File: config.mk
export PLATFORM = sky130hd
export DESIGN_NAME = printf_spec_parser_top_flat
export DESIGN_NICKNAME = d
export VERILOG_FILES = /design/src/rtl/pfs_pkg.sv /design/src/rtl/pfs_in_if.sv /design/src/rtl/pfs_out_if.sv /design/src/rtl/printf_spec_parser_top.sv /design/src/flat_wrapper.sv
export SDC_FILE = /design/constraint.sdc
export NUM_CORES = 1
export LEC_CHECK = 0
export ABC_CLOCK_PERIOD_IN_PS = 12000
export BUFFER_PORTS_ARGS = -buffer_cell sky130_fd_sc_hd__clkbuf_2
export CAP_MARGIN = 20
export CORE_MARGIN = 2
export CORE_UTILIZATION = 35
export DETAILED_ROUTE_END_ITERATION = 12
export HOLD_SLACK_MARGIN = 0.08
export PLACE_DENSITY = 0.54
export SLEW_MARGIN = 20
export SYNTH_ARGS = -nofsm -noshare
export SYNTH_HDL_FRONTEND = slang
export SYNTH_SLANG_ARGS = --single-unit
File: constraint.sdc
create_clock -name clk_i -period 12 [get_ports clk_i]
set_clock_uncertainty 0.2 [all_clocks]
set_input_delay 3 -clock clk_i [delete_from_list [all_inputs] [get_ports clk_i]]
set_output_delay 3 -clock clk_i [all_outputs]
set_load 0.02 [all_outputs]
File: src/rtl/pfs_pkg.sv
// ----------------------------------------------------------------------------
// pfs_pkg: shared definitions of the printf specifier parser
// Status codes, character constants and character class helpers.
// ----------------------------------------------------------------------------
package pfs_pkg;

  localparam int unsigned NUM_BITS_DEFAULT = 16;

  typedef enum logic [1:0] {
    ST_OK        = 2'd0,
    ST_MALFORMED = 2'd1,
    ST_NOT_START = 2'd2
  } status_e;

  localparam logic [7:0] CH_PERCENT = 8'h25;
  localparam logic [7:0] CH_ZERO    = 8'h30;
  localparam logic [7:0] CH_NINE    = 8'h39;
  localparam logic [7:0] CH_SPACE   = 8'h20;
  localparam logic [7:0] CH_HASH    = 8'h23;
  localparam logic [7:0] CH_PLUS    = 8'h2B;
  localparam logic [7:0] CH_MINUS   = 8'h2D;
  localparam logic [7:0] CH_DOT     = 8'h2E;
  localparam logic [7:0] CH_LC_C    = 8'h63;
  localparam logic [7:0] CH_LC_S    = 8'h73;
  localparam logic [7:0] CH_LC_P    = 8'h70;
  localparam logic [7:0] CH_LC_D    = 8'h64;
  localparam logic [7:0] CH_LC_I    = 8'h69;
  localparam logic [7:0] CH_LC_U    = 8'h75;
  localparam logic [7:0] CH_LC_X    = 8'h78;
  localparam logic [7:0] CH_UC_X    = 8'h58;

  function automatic logic is_conv(input logic [7:0] c);
    return c inside {CH_LC_C, CH_LC_S, CH_LC_P, CH_LC_D, CH_LC_I, CH_LC_U,
                     CH_LC_X, CH_UC_X, CH_PERCENT};
  endfunction

  function automatic logic is_digit(input logic [7:0] c);
    return c inside {[CH_ZERO:CH_NINE]};
  endfunction

  function automatic logic is_flag_char(input logic [7:0] c);
    return is_digit(c) || (c inside {CH_SPACE, CH_HASH, CH_PLUS, CH_MINUS, CH_DOT});
  endfunction

endpackage

File: src/rtl/pfs_in_if.sv
// ----------------------------------------------------------------------------
// pfs_in_if: character channel of the printf specifier parser
// One format-string byte per request, with a flag marking a specifier start.
// ----------------------------------------------------------------------------
interface pfs_in_if;
  logic       valid;
  logic       ready;
  logic [7:0] ch;
  logic       first;

  modport source (output valid, output ch, output first, input ready);
  modport sink   (input valid, input ch, input first, output ready);
endinterface

File: src/rtl/pfs_out_if.sv
// ----------------------------------------------------------------------------
// pfs_out_if: record channel of the printf specifier parser
// One parsed specifier record per request.
// ----------------------------------------------------------------------------
interface pfs_out_if #(
  parameter int unsigned NUM_BITS = pfs_pkg::NUM_BITS_DEFAULT
);
  logic                       valid;
  logic                       ready;
  logic [1:0]                 status;
  logic [7:0]                 conv_type;
  logic                       zero_pad;
  logic                       left_align;
  logic                       force_sign;
  logic                       space_sign;
  logic                       alt_form;
  logic [NUM_BITS-1:0]        field_width;
  logic signed [NUM_BITS:0]   precision_value;

  modport source (output valid, output status, output conv_type, output zero_pad,
                  output left_align, output force_sign, output space_sign,
                  output alt_form, output field_width, output precision_value,
                  input ready);
  modport sink   (input valid, input status, input conv_type, input zero_pad,
                  input left_align, input force_sign, input space_sign,
                  input alt_form, input field_width, input precision_value,
                  output ready);
endinterface

File: src/rtl/printf_spec_parser_top.sv
// ----------------------------------------------------------------------------
// printf_spec_parser_top: streaming printf conversion specifier parser
// Collects flags, width and precision and emits one record per specifier.
// ----------------------------------------------------------------------------
// The parser takes one format-string byte per clock cycle. A byte is accepted
// whenever the output register is empty or its record is being taken in the
// same cycle, so a steady stream runs at one byte per cycle; a record appears
// on the output in the cycle after the byte that completes it. It comes from
// the single parse register stage, whose update (flag logic and the saturating
// multiply-by-ten of the width or precision run) is combinational.
// Width and precision saturate at 2**NUM_BITS - 1; precision reads -1 when no
// dot was seen.
module printf_spec_parser_top #(
  parameter int unsigned NUM_BITS = pfs_pkg::NUM_BITS_DEFAULT
) (
  input  logic       clk_i,
  input  logic       rst_ni,
  pfs_in_if.sink     in_i,
  pfs_out_if.source  out_o
);

  localparam int unsigned AccW = NUM_BITS + 4;
  localparam logic [NUM_BITS-1:0] FieldMax = {NUM_BITS{1'b1}};

  typedef enum logic [1:0] {
    MODE_IDLE,
    MODE_FLAGS,
    MODE_WIDTH,
    MODE_PREC
  } mode_e;

  // Flag bit positions within the flag vector.
  localparam int unsigned FZero  = 0;
  localparam int unsigned FMinus = 1;
  localparam int unsigned FPlus  = 2;
  localparam int unsigned FSpace = 3;
  localparam int unsigned FHash  = 4;

  function automatic logic [NUM_BITS-1:0] acc_digit(input logic [NUM_BITS-1:0] v,
                                                    input logic [3:0] d);
    logic [AccW-1:0] n;
    n = ({4'd0, v} << 3) + ({4'd0, v} << 1) + {{NUM_BITS{1'b0}}, d};
    return (n > {4'd0, FieldMax}) ? FieldMax : n[NUM_BITS-1:0];
  endfunction

  mode_e               mode_q, mode_d;
  logic [4:0]          flags_q, flags_d;
  logic [NUM_BITS-1:0] width_q, width_d;
  logic [NUM_BITS-1:0] prec_q, prec_d;
  logic                dot_q, dot_d;
  logic                frz_q, frz_d;
  // Snapshot stores: only read while their marker bit is set.
  logic [4:0]          snap_flags_q, snap_flags_d;
  logic [NUM_BITS-1:0] snap_width_q, snap_width_d;
  logic [4:0]          frz_flags_q, frz_flags_d;
  logic [NUM_BITS-1:0] frz_width_q, frz_width_d;
  logic                frz_dot_q, frz_dot_d;
  logic [NUM_BITS-1:0] frz_prec_q, frz_prec_d;

  logic                out_valid_q;
  pfs_pkg::status_e    status_q, status_d;
  logic [7:0]          conv_q, conv_d;
  logic [4:0]          oflags_q, oflags_d;
  logic [NUM_BITS-1:0] owidth_q, owidth_d;
  logic [NUM_BITS:0]   oprec_q, oprec_d;

  logic accept;
  logic emit;
  logic [7:0] c;

  assign in_i.ready = !out_valid_q || out_o.ready;
  assign accept     = in_i.valid && in_i.ready;
  assign c          = in_i.ch;

  always_comb begin
    mode_d       = mode_q;
    flags_d      = flags_q;
    width_d      = width_q;
    prec_d       = prec_q;
    dot_d        = dot_q;
    frz_d        = frz_q;
    snap_flags_d = snap_flags_q;
    snap_width_d = snap_width_q;
    frz_flags_d  = frz_flags_q;
    frz_width_d  = frz_width_q;
    frz_dot_d    = frz_dot_q;
    frz_prec_d   = frz_prec_q;
    emit         = 1'b0;
    status_d     = pfs_pkg::ST_OK;
    conv_d       = 8'd0;
    oflags_d     = 5'd0;
    owidth_d     = '0;
    oprec_d      = '1;

    if (in_i.first) begin
      flags_d = 5'd0;
      width_d = '0;
      dot_d   = 1'b0;
      frz_d   = 1'b0;
      if (c == pfs_pkg::CH_PERCENT) begin
        mode_d = MODE_FLAGS;
      end else begin
        mode_d   = MODE_IDLE;
        emit     = 1'b1;
        status_d = pfs_pkg::ST_NOT_START;
      end
    end else if (mode_q == MODE_IDLE) begin
      // Stray bytes between specifiers are dropped.
    end else if (pfs_pkg::is_conv(c)) begin
      emit   = 1'b1;
      conv_d = c;
      if (dot_q && (c == pfs_pkg::CH_LC_P || c == pfs_pkg::CH_LC_C)) begin
        status_d = pfs_pkg::ST_MALFORMED;
        oflags_d = snap_flags_q;
        owidth_d = snap_width_q;
      end else if (frz_q) begin
        status_d = pfs_pkg::ST_MALFORMED;
        oflags_d = frz_flags_q;
        owidth_d = frz_width_q;
        oprec_d  = frz_dot_q ? {1'b0, frz_prec_q} : '1;
      end else begin
        oflags_d = flags_q;
        owidth_d = width_q;
        oprec_d  = dot_q ? {1'b0, prec_q} : '1;
      end
      mode_d  = MODE_IDLE;
      flags_d = 5'd0;
      width_d = '0;
      dot_d   = 1'b0;
      frz_d   = 1'b0;
    end else if (!pfs_pkg::is_flag_char(c)) begin
      emit     = 1'b1;
      status_d = pfs_pkg::ST_MALFORMED;
      mode_d   = MODE_IDLE;
      flags_d  = 5'd0;
      width_d  = '0;
      dot_d    = 1'b0;
      frz_d    = 1'b0;
    end else if (!frz_q) begin
      if (pfs_pkg::is_digit(c)) begin
        if (mode_q == MODE_PREC) begin
          prec_d = acc_digit(prec_q, c[3:0]);
        end else if (mode_q == MODE_WIDTH) begin
          width_d = acc_digit(width_q, c[3:0]);
        end else if (c == pfs_pkg::CH_ZERO && !flags_q[FMinus] && width_q == '0) begin
          flags_d[FZero] = 1'b1;
        end else begin
          width_d = {{(NUM_BITS-4){1'b0}}, c[3:0]};
          mode_d  = MODE_WIDTH;
        end
      end else begin
        mode_d = MODE_FLAGS;
        case (c)
          pfs_pkg::CH_MINUS: begin
            flags_d[FMinus] = 1'b1;
            flags_d[FZero]  = 1'b0;
          end
          pfs_pkg::CH_PLUS: begin
            flags_d[FPlus]  = 1'b1;
            flags_d[FSpace] = 1'b0;
          end
          pfs_pkg::CH_SPACE: begin
            if (flags_q[FPlus]) begin
              // Space after plus: keep the record as it stands for the error.
              frz_d       = 1'b1;
              frz_flags_d = flags_q;
              frz_width_d = width_q;
              frz_dot_d   = dot_q;
              frz_prec_d  = prec_q;
            end else begin
              flags_d[FSpace] = 1'b1;
            end
          end
          pfs_pkg::CH_HASH: begin
            flags_d[FHash] = 1'b1;
          end
          default: begin
            // Only the dot remains in the flag class here.
            if (!dot_q) begin
              dot_d        = 1'b1;
              snap_flags_d = flags_q;
              snap_width_d = width_q;
            end
            prec_d = '0;
            mode_d = MODE_PREC;
          end
        endcase
      end
    end
  end

  always_ff @(posedge clk_i or negedge rst_ni) begin
    if (!rst_ni) begin
      mode_q      <= MODE_IDLE;
      flags_q     <= 5'd0;
      width_q     <= '0;
      prec_q      <= '0;
      dot_q       <= 1'b0;
      frz_q       <= 1'b0;
      out_valid_q <= 1'b0;
    end else begin
      if (accept) begin
        mode_q  <= mode_d;
        flags_q <= flags_d;
        width_q <= width_d;
        prec_q  <= prec_d;
        dot_q   <= dot_d;
        frz_q   <= frz_d;
      end
      if (accept && emit) begin
        out_valid_q <= 1'b1;
      end else if (out_o.ready) begin
        out_valid_q <= 1'b0;
      end
    end
  end

  always_ff @(posedge clk_i) begin
    if (accept) begin
      snap_flags_q <= snap_flags_d;
      snap_width_q <= snap_width_d;
      frz_flags_q  <= frz_flags_d;
      frz_width_q  <= frz_width_d;
      frz_dot_q    <= frz_dot_d;
      frz_prec_q   <= frz_prec_d;
    end
    if (accept && emit) begin
      status_q <= status_d;
      conv_q   <= conv_d;
      oflags_q <= oflags_d;
      owidth_q <= owidth_d;
      oprec_q  <= oprec_d;
    end
  end

  assign out_o.valid           = out_valid_q;
  assign out_o.status          = status_q;
  assign out_o.conv_type       = conv_q;
  assign out_o.zero_pad        = oflags_q[FZero];
  assign out_o.left_align      = oflags_q[FMinus];
  assign out_o.force_sign      = oflags_q[FPlus];
  assign out_o.space_sign      = oflags_q[FSpace];
  assign out_o.alt_form        = oflags_q[FHash];
  assign out_o.field_width     = owidth_q;
  assign out_o.precision_value = oprec_q;

endmodule

File: src/flat_wrapper.sv
// flat-port wrapper written by rule: the top's interface ports become plain ports
module printf_spec_parser_top_flat 
#(
  parameter int unsigned NUM_BITS = pfs_pkg::NUM_BITS_DEFAULT
)
  (clk_i, rst_ni, in_i_valid, in_i_ch, in_i_first, in_i_ready, out_o_valid, out_o_status, out_o_conv_type, out_o_zero_pad, out_o_left_align, out_o_force_sign, out_o_space_sign, out_o_alt_form, out_o_field_width, out_o_precision_value, out_o_ready);
  pfs_in_if in_i_i ();
  pfs_out_if #(.NUM_BITS(NUM_BITS)) out_o_i ();
  input  logic clk_i;
  input  logic rst_ni;
  input wire logic [$bits(in_i_i.valid)-1:0] in_i_valid;
  input wire logic [$bits(in_i_i.ch)-1:0] in_i_ch;
  input wire logic [$bits(in_i_i.first)-1:0] in_i_first;
  output wire logic [$bits(in_i_i.ready)-1:0] in_i_ready;
  output wire logic [$bits(out_o_i.valid)-1:0] out_o_valid;
  output wire logic [$bits(out_o_i.status)-1:0] out_o_status;
  output wire logic [$bits(out_o_i.conv_type)-1:0] out_o_conv_type;
  output wire logic [$bits(out_o_i.zero_pad)-1:0] out_o_zero_pad;
  output wire logic [$bits(out_o_i.left_align)-1:0] out_o_left_align;
  output wire logic [$bits(out_o_i.force_sign)-1:0] out_o_force_sign;
  output wire logic [$bits(out_o_i.space_sign)-1:0] out_o_space_sign;
  output wire logic [$bits(out_o_i.alt_form)-1:0] out_o_alt_form;
  output wire logic [$bits(out_o_i.field_width)-1:0] out_o_field_width;
  output wire logic [$bits(out_o_i.precision_value)-1:0] out_o_precision_value;
  input wire logic [$bits(out_o_i.ready)-1:0] out_o_ready;
  assign in_i_i.valid = in_i_valid;
  assign in_i_i.ch = in_i_ch;
  assign in_i_i.first = in_i_first;
  assign in_i_ready = in_i_i.ready;
  assign out_o_valid = out_o_i.valid;
  assign out_o_status = out_o_i.status;
  assign out_o_conv_type = out_o_i.conv_type;
  assign out_o_zero_pad = out_o_i.zero_pad;
  assign out_o_left_align = out_o_i.left_align;
  assign out_o_force_sign = out_o_i.force_sign;
  assign out_o_space_sign = out_o_i.space_sign;
  assign out_o_alt_form = out_o_i.alt_form;
  assign out_o_field_width = out_o_i.field_width;
  assign out_o_precision_value = out_o_i.precision_value;
  assign out_o_i.ready = out_o_ready;
  printf_spec_parser_top #(.NUM_BITS(NUM_BITS)) u_core (.clk_i(clk_i), .rst_ni(rst_ni), .in_i(in_i_i), .out_o(out_o_i));
endmodule
# Yosys cells after proc, flatten, opt, wreduce, memory -nomap -nowiden
# Index checks and enable logic that the tools add are counted.
# op_classes
n_reduce_logical,31
n_lt_le_gt_ge,4
bitwise_logic,7
add_sub_neg,4
muxes,76
eq_ne,36
# ops
operator,count
$mux 16,16
$eq 8x7->1 const B,8
$eq 8x6->1 const B,7
$mux 17,3
$add 19x17->20,2
$add 20x4->20,2
$gt 20x16->1 const B,2
$mux 5,7
$mux 1,32
$mux 2,16
$ne 5x4->1 const B,5
$reduce_and 5->1,4
$reduce_and 6->1,3
$reduce_and 9->1,2
$logic_not 16->1,1
$ne 4x2->1 const B,4
$ne 4x3->1 const B,3
$ne 5x2->1 const B,2
$reduce_bool 9->1,1
$ge 8x6->1 const B,1
$le 8x6->1 const B,1
$reduce_and 8->1,1
$reduce_or 4->1,2
$not 1->1,7
other kinds (16),26
# word_totals
input_bits,13
reg_bits,148
output_inout_bits,50
elab_cells,180

# Depth between registers and ports, before layout
# Gate-level depths: netlist of the first run.
# logic_depth
ltp_word,12
depth_mapped,12
depth_no_buf,11

# Worst setup path after synthesis of the first run
# OpenSTA, ideal clock, no wires.
# synth_path
path_type,in2reg
from,input port in_i_ch[0]
to,"register u_core.frz_dot_q, enable pin"
setup_time_ns,0.537
required_time_ns,11.263
setup_slack_ns,3.668
stages,4
n_path_buf,1
arrival_ns,7.595
path_cell_list,buf_2 > nor4_2 > nand3_1 > nor4b_1
# synth_via
elab_chain_len,4
elab_cells_between_ends,23
cone_classes,order compare (2); eq/ne (14); bitwise (2); reduce/logical (5)
# synth_lines
element,line_no,text
"start, declared",flat_wrapper.sv:12,input wire logic [$bits(in_i_i.ch)-1:0] in_i_ch;
"$ge 8x6->1, or another cell as far along",pfs_pkg.sv:38,return c inside {[CH_ZERO:CH_NINE]};
"$logic_and 1x1->1, or another cell as far along",pfs_pkg.sv:38,
$logic_or 1x1->1 / $not 1->1 (equally long branches),-,
$reduce_and 9->1 (no source line) *,-,
"end signal, assigned",printf_spec_parser_top.sv:224,frz_dot_q <= frz_dot_d;
"end, declared",printf_spec_parser_top.sv:57,"logic frz_dot_q, frz_dot_d;"
# Every way passes the cells marked *; elsewhere a longest branch is shown, timed or not.
# A chain may end at the register's enable or synchronous reset.

# Final worst setup path of the first run
# layout_path
from,input port out_o_ready
to,output port in_i_ready
# layout_via
elab_chain_len,1
# layout_lines
element,line_no,text
"start, declared",flat_wrapper.sv:25,input wire logic [$bits(out_o_i.ready)-1:0] out_o_ready;
$logic_or 1x1->1,printf_spec_parser_top.sv:71,assign in_i.ready = !out_valid_q || out_o.ready;
"end, declared",flat_wrapper.sv:14,output wire logic [$bits(in_i_i.ready)-1:0] in_i_ready;
# Every way passes these cells.

==> reports/results.tsv, run 1 <==
stage	metric	value	unit
cts	cts_tree	done	
synthesis	avgSynthCellArea	11.2	um^2
global_route	grt_pass1_wl	31.8	mm
synthesis	synth_area_leader_cell	edfxtp_1	
critical_path	slowest_delay	0.20	ns
route	vias	5976	
cts	clock_path_buffers	2	
layout	antennaDiodeCount	0	
floorplanning	start_util	0.359	
timing	setup_tns	0	ns
cts	cts_hold_buf	0	
timing	slew_headroom	0.358	
synthesis	synth_edf_count	106	
floorplanning	die_area	24600	um^2
global_route	grt_pass1_vias	5941	
synthesis	synthArstFlopShare	0.284	
floorplanning	fp.coreArea	22800	um^2
timing	tightest_slew	0.962	ns
timing	fin_crit_sh	0.555	
status	outcome	finished clean	
power_and_ir_drop	p_per_area	128	nW/um^2
timing	finalMaxSlewViolations	0	
layout	mostFrequentLayoutCell	edfxtp_1	
route	post_drt_wl_per_cell	17.4	um
global_route	gr-total-overflow	0	
timing	report.final.setup_viol	0	
critical_path	endpoint_kind	output pin	
floorplanning	io_pins	63	
timing	period_needed	6.66	ns
critical_path	critPathKind	input pin to output pin	
critical_path	crit_path_frequent_cell	clkbuf_2	
timing	hold_viol	0	
cts	insertion_delay	0.43	ns
cts	cts_sinks	148	
timing	fmax	150	MHz
route	postRouteAntennaNets	0	
critical_path	ff2ff_setup_slack	7.94	ns
floorplanning	die_y	157	um
hold_path	min_path_type	flop to flop	
synthesis	synth_seq_cells	148	
synthesis	ys.flop_type	edfxtp_1	
synthesis	ys_types	77	
global_route	grt_usage	0.165	
critical_path	crit_required	8.80	ns
route	wl	19.4	mm
synthesis	synthCells	732	
synthesis	synthXorXnorAreaFrac	0.0225	
synthesis	yosys.area_share.adder	0.105	
synthesis	seq_area_frac_synth	0.518	
power_and_ir_drop	irDropWorstVdd	0.0596	mV
cts	cts_setup_buffers	0	
synthesis	synth-simple-area-share	0.123	
route	vias_per_cell	5.37	
cts	clk_pin_slew_worst_paths	0.06	ns
route	firstDrtPassIters	5	
critical_path	critical-path-slowest-cell	nand2b_1	
synthesis	synth_top_family_by_area	compound AO/OA/AOI/OAI gates	
synthesis	netlist_area	8170	um^2
critical_path	start_kind	input pin	
layout	nFillCells	2198	
power_and_ir_drop	leakage	3.83	nW
route	drt_iter0_markers	396	
flow_run	max_cap_violations	0	
place	hpwlAfterDp	13.3	mm
critical_path	crit_arrival	3.46	ns
cts	h-tree-depth	4	
critical_path	crit_fanout	4	
global_route	grt_max_degree	49	
synthesis	synth_top_area_share	0.390	
layout	fin_nets	865	
cts	cts_buffers	17	
synthesis	synth_nets	811	
critical_path	path_cells	clkbuf_2, nand2b_1, clkbuf_2	
layout	final_cell_mix	edfxtp_1 (106), a21oi_1 (64), nand2_1 (63)	
synthesis	ys_warn_count	0	
layout	fin_util	0.413	
synthesis	muxShareOfSynthArea	0.0271	
floorplanning	rows	55	
cts	cts-resized-gates	0	
floorplanning	dieWidth	157	um
cts	cts_root_buffer	clkbuf_16	
place	gp_congestion	0.872	
place	io_buffer_count	62	
layout	drive_gt1_frac	0.146	
timing	whs	0.293	ns
route	drc	0	
synthesis	synth_area_leaders	edfxtp_1 (39%), dfrtp_1 (13%), ha_1 (9.5%), a21oi_1 (3.9%), nand2_1 (2.9%)	
timing	rsz0062_at_grt	false	
synthesis	synth_compound_area_frac	0.174	
global_route	antenna_found_initial	0	
layout	area_delta_synth_final	15.1	%
stage by stage:
stage	setup slack (ns)	area (um^2)	power, mW	std cells
6_report	5.34	9410	1.20	1112
5_1_grt	5.22	9410	1.24	1112
4_1_cts	5.34	9400	1.21	1112
3_5_place_dp	5.07	8780	0.648	1080
3_3_place_gp	5.19	8770	0.647	1080
2_1_floorplan	3.67	8170	0.621	732
final cells by class:
cell class	count	area, um^2	area share
well taps	313	392	0.0416
clock inverters	13	171	0.0182
repair buffers	68	355	0.0378
flip-flops and latches	148	4230	0.450
inverters	23	87.6	0.00931
multi-input cells	528	3710	0.395
clock buffers	19	453	0.0482
cell families after synthesis:
logic type	Yosys count
other	1
xor gates and xnor gates	21
and+or+nand+nor	201
DFF	148
AOI/OAI and AO/OA	217
adders and majority gates	66
buffers and inverters	56
muxes	22
registers in the layout (all words and copies together), names as in the netlist, 2 cells and up:
register,flops
u_core.flags_q,5
u_core.frz_flags_q,4
u_core.frz_prec_q,16
u_core.frz_width_q,16
u_core.mode_q,2
u_core.oflags_q,5
u_core.out_o.conv_type,8
u_core.out_o.field_width,16
u_core.out_o.precision_value,17
u_core.out_o.status,2
u_core.prec_q,16
u_core.snap_flags_q,5
u_core.snap_width_q,16
u_core.width_q,16
path summary, 6_finish.rpt:
check,cells after the start,start,to
max in group asynchronous,2,rst_ni,u_core.prec_q[2]
setup reg to reg,9,u_core.width_q[2],u_core.width_q[13]
setup / recovery,3,out_o_ready,in_i_ready
min in group asynchronous,2,rst_ni,u_core.width_q[12]
hold reg to reg,0,u_core.flags_q[2],u_core.snap_flags_q[2]
hold / removal,0,u_core.flags_q[2],u_core.snap_flags_q[2]
worst max-delay path, delay by kind of cell:
kind	cells	cell delay, ns
and+or+nand+nor	1	0.20
buffers and inverters	2	0.26
synth_stat cells, types with 6 or more instances:
library cell,number
edfxtp_1,106
a21oi_1,64
nand2_1,63
ha_1,62
nor2_1,53
dfrtp_1,42
o21ai_0,34
a211oi_1,22
inv_1,21
mux2i_1,21
nor3_1,18
o22ai_1,17
clkbuf_1,16
buf_2,15
xnor2_1,11
xor2_1,10
a21o_1,9
nand2b_1,9
or3_1,9
a22oi_1,8
o21a_1,8
nand3_1,7
nand4_1,7
nor4_1,6
o211ai_1,6
layer usage:
layer  up-vias  share of wire  GRT usage
li1       2902              -          -
met1      2939           0.50      0.233
met2       117           0.46      0.262
met3        18          0.032     0.0222
met4         0          0.015     0.0568
met5         -              0          0
report_power, final:
| group | total (mW) | switching (mW) | internal [mW] |
|---|---|---|---|
| combinational | 0.0720 | 0.0503 | 0.0216 |
| clock | 0.565 | 0.223 | 0.342 |
| sequential | 0.564 | 0.00715 | 0.557 |
Note: power is estimated with default switching activity, not from simulation.
==> run 2: changes to the inputs <==
--- a/config.mk
+++ b/config.mk
@@ -5,7 +5,7 @@
 export SDC_FILE = /design/constraint.sdc
 export NUM_CORES = 1
 export LEC_CHECK = 0
-export ABC_CLOCK_PERIOD_IN_PS = 12000
+export ABC_CLOCK_PERIOD_IN_PS = 6800
 export BUFFER_PORTS_ARGS = -buffer_cell sky130_fd_sc_hd__clkbuf_2
 export CAP_MARGIN = 20
 export CORE_MARGIN = 2
==> constraint.sdc (replaced) <==
create_clock -name clk_i -period 6.8 [get_ports clk_i]
set_clock_uncertainty 0.2 [all_clocks]
set_input_delay 1.7 -clock clk_i [delete_from_list [all_inputs] [get_ports clk_i]]
set_output_delay 1.7 -clock clk_i [all_outputs]
set_load 0.02 [all_outputs]
==> reports/results.tsv, run 2 (synthesis gave the netlist of run 1 again) <==
stage	metric	value	unit	change
status	outcome	finished clean		
cts	clock_path_buffers	2		unchanged
timing	fin_crit_sh	0.757		
layout	final_cell_mix	edfxtp_1 (106), a21oi_1 (64), nand2_1 (63)		
global_route	gr-total-overflow	0		unchanged
global_route	grt_pass1_wl	31.6	mm	-0.58%
power_and_ir_drop	internal-power	1.58	mW	+71%
timing	period_needed	5.15	ns	
timing	hold_viol	0		unchanged
floorplanning	io_pins	63		unchanged
place	hpwlAfterDp	13.5	mm	+1.8%
critical_path	critPathKind	input pin to flop		
floorplanning	die_area	24600	um^2	unchanged
place	place_inst	1081		+0.093%
route	vias_per_cell	5.33		-0.91%
cts	cts_tree	done		
cts	cts_setup_buffers	0		unchanged
global_route	grt_max_degree	44		-10%
power_and_ir_drop	switchingPower	0.493	mW	+76%
power_and_ir_drop	finalPower	2.07	mW	+72%
floorplanning	dieWidth	157	um	unchanged
place	gp_congestion	0.820		-6.0%
critical_path	path_cells	clkbuf_2, fa_1, fa_1, a21o_1, a221oi_2, o21ai_1, a41oi_1, nand2b_1, a21oi_1, o21ai_0		
layout	mostFrequentLayoutCell	edfxtp_1		
layout	drive_gt1_frac	0.148		+0.00107
cts	clk_pin_slew_worst_paths	0.07	ns	about the same
power_and_ir_drop	swShare	0.238		+0.00486
floorplanning	die_y	157	um	unchanged
timing	finalMaxSlewViolations	0		unchanged
hold_path	min_path_type	flop to flop		
critical_path	crit_arrival	5.21	ns	+1.75 ns
timing	report.final.setup_viol	0		unchanged
route	drc	0		unchanged
route	drt_iter0_markers	479		+21%
cts	cts_buffers	17		unchanged
layout	antennaDiodeCount	0		unchanged
power_and_ir_drop	irDropWorstVdd	0.152	mV	+160%
critical_path	crit_fanout	14		+10
route	vias	5927		-0.82%
route	post_drt_wl_per_cell	17.4	um	+0.10%
power_and_ir_drop	seqPwrFrac	0.481		+0.011
layout	largest_reg_flops	17		unchanged
critical_path	crit_required	6.86	ns	-1.94 ns
critical_path	crit_path_frequent_cell	fa_1		
global_route	grt_usage	0.165		about the same
timing	slew_headroom	0.370		+0.0114
route	postRouteAntennaNets	0		unchanged
timing	tightest_slew	0.945	ns	-0.0170 ns
cts	cts_hold_buf	0		unchanged
power_and_ir_drop	leakage	3.84	nW	+0.14%
cts	cts_root_buffer	clkbuf_16		
layout	area_delta_synth_final	15.1	%	unchanged
cts	cts_sinks	148		unchanged
power_and_ir_drop	power_frac_comb	0.063		+0.003
flow_run	max_cap_violations	0		unchanged
critical_path	slowest_delay	0.75	ns	+0.55 ns
timing	setup_tns	0	ns	unchanged
power_and_ir_drop	p_per_area	220	nW/um^2	+72%
layout	fin_nets	866		+0.12%
critical_path	critical-path-slowest-cell	a21oi_1		
layout	final_cells	1113		+0.090%
critical_path	endpoint_kind	flop		
critical_path	start_kind	input pin		
cts	h-tree-depth	4		unchanged
route	firstDrtPassIters	8		+3
place	io_buffer_count	62		unchanged
floorplanning	fp.coreArea	22800	um^2	unchanged
power_and_ir_drop	clock_power_share	0.456		-0.014
cts	insertion_delay	0.42	ns	about the same
timing	fmax	194	MHz	
timing	rsz0062_at_grt	false		
global_route	grt_pass1_vias	5835		-1.8%
global_route	antenna_found_initial	0		unchanged
route	wl	19.4	mm	+0.19%
floorplanning	start_util	0.359		unchanged
floorplanning	rows	55		unchanged
cts	cts-resized-gates	0		unchanged
-- run 2: area by class of cell --
cell class | count | area, um^2
flip-flops and latches | 148 | 4230
multi-input cells | 528 | 3720
clock buffers | 20 | 479
clock inverters | 12 | 118
fillers | 2164 | 13400
well taps | 313 | 392
inverters | 23 | 86.3
repair buffers | 69 | 375
-- run 2: through the flow --
step	worst slack, ns	instance area [um^2]	utilization	hold slack, ns
floorplan	1.61	8180	-	0.246
global placement	1.27	8780	0.386	0.259
detailed placement	1.12	8810	0.387	0.271
CTS	1.57	9410	0.413	0.309
global route	1.34	9410	0.413	0.332
finish	1.65	9410	0.413	0.305
-- run 2: path summary, 6_finish.rpt --
check                                  start                endpoint  slack (ns)  depth (start not counted)
max in group asynchronous             rst_ni       u_core.prec_q[15]        4.82                          2
min in group asynchronous             rst_ni      u_core.width_q[13]        1.17                          2
hold reg to reg            u_core.flags_q[2]  u_core.snap_flags_q[2]        0.30                          0
hold / removal             u_core.flags_q[2]  u_core.snap_flags_q[2]        0.30                          0
setup / recovery                  in_i_ch[3]      u_core.width_q[11]        1.65                         10
setup reg to reg           u_core.width_q[2]      u_core.width_q[11]        2.74                          9
-- run 2: critical path, delay by kind of cell --
family | cells | cell delay, ns
buffers and inverters | 1 | 0.25
AOI/OAI and AO/OA | 6 | 2.05
adders and majority gates | 2 | 1.06
and+or+nand+nor | 1 | 0.15
-- run 2: metal layers --
layer  share of wire  global-route usage  vias up
met2            0.46               0.263      122
met5               0                   0        -
met1            0.49               0.233     2879
met4           0.013              0.0489        0
li1                -                   -     2912
met3           0.035              0.0271       14
-- run 2: power groups by stage --
| stage | combinational (mW) | clock [mW] | sequential, mW |
|---|---|---|---|
| global placement | 0.129 | 0 | 1.01 |
| CTS | 0.133 | 0.962 | 0.995 |
| finish | 0.131 | 0.943 | 0.995 |
| detailed placement | 0.133 | 0 | 1.01 |
| floorplan | 0.0725 | 0 | 1.02 |
| global route | 0.145 | 1.00 | 0.996 |
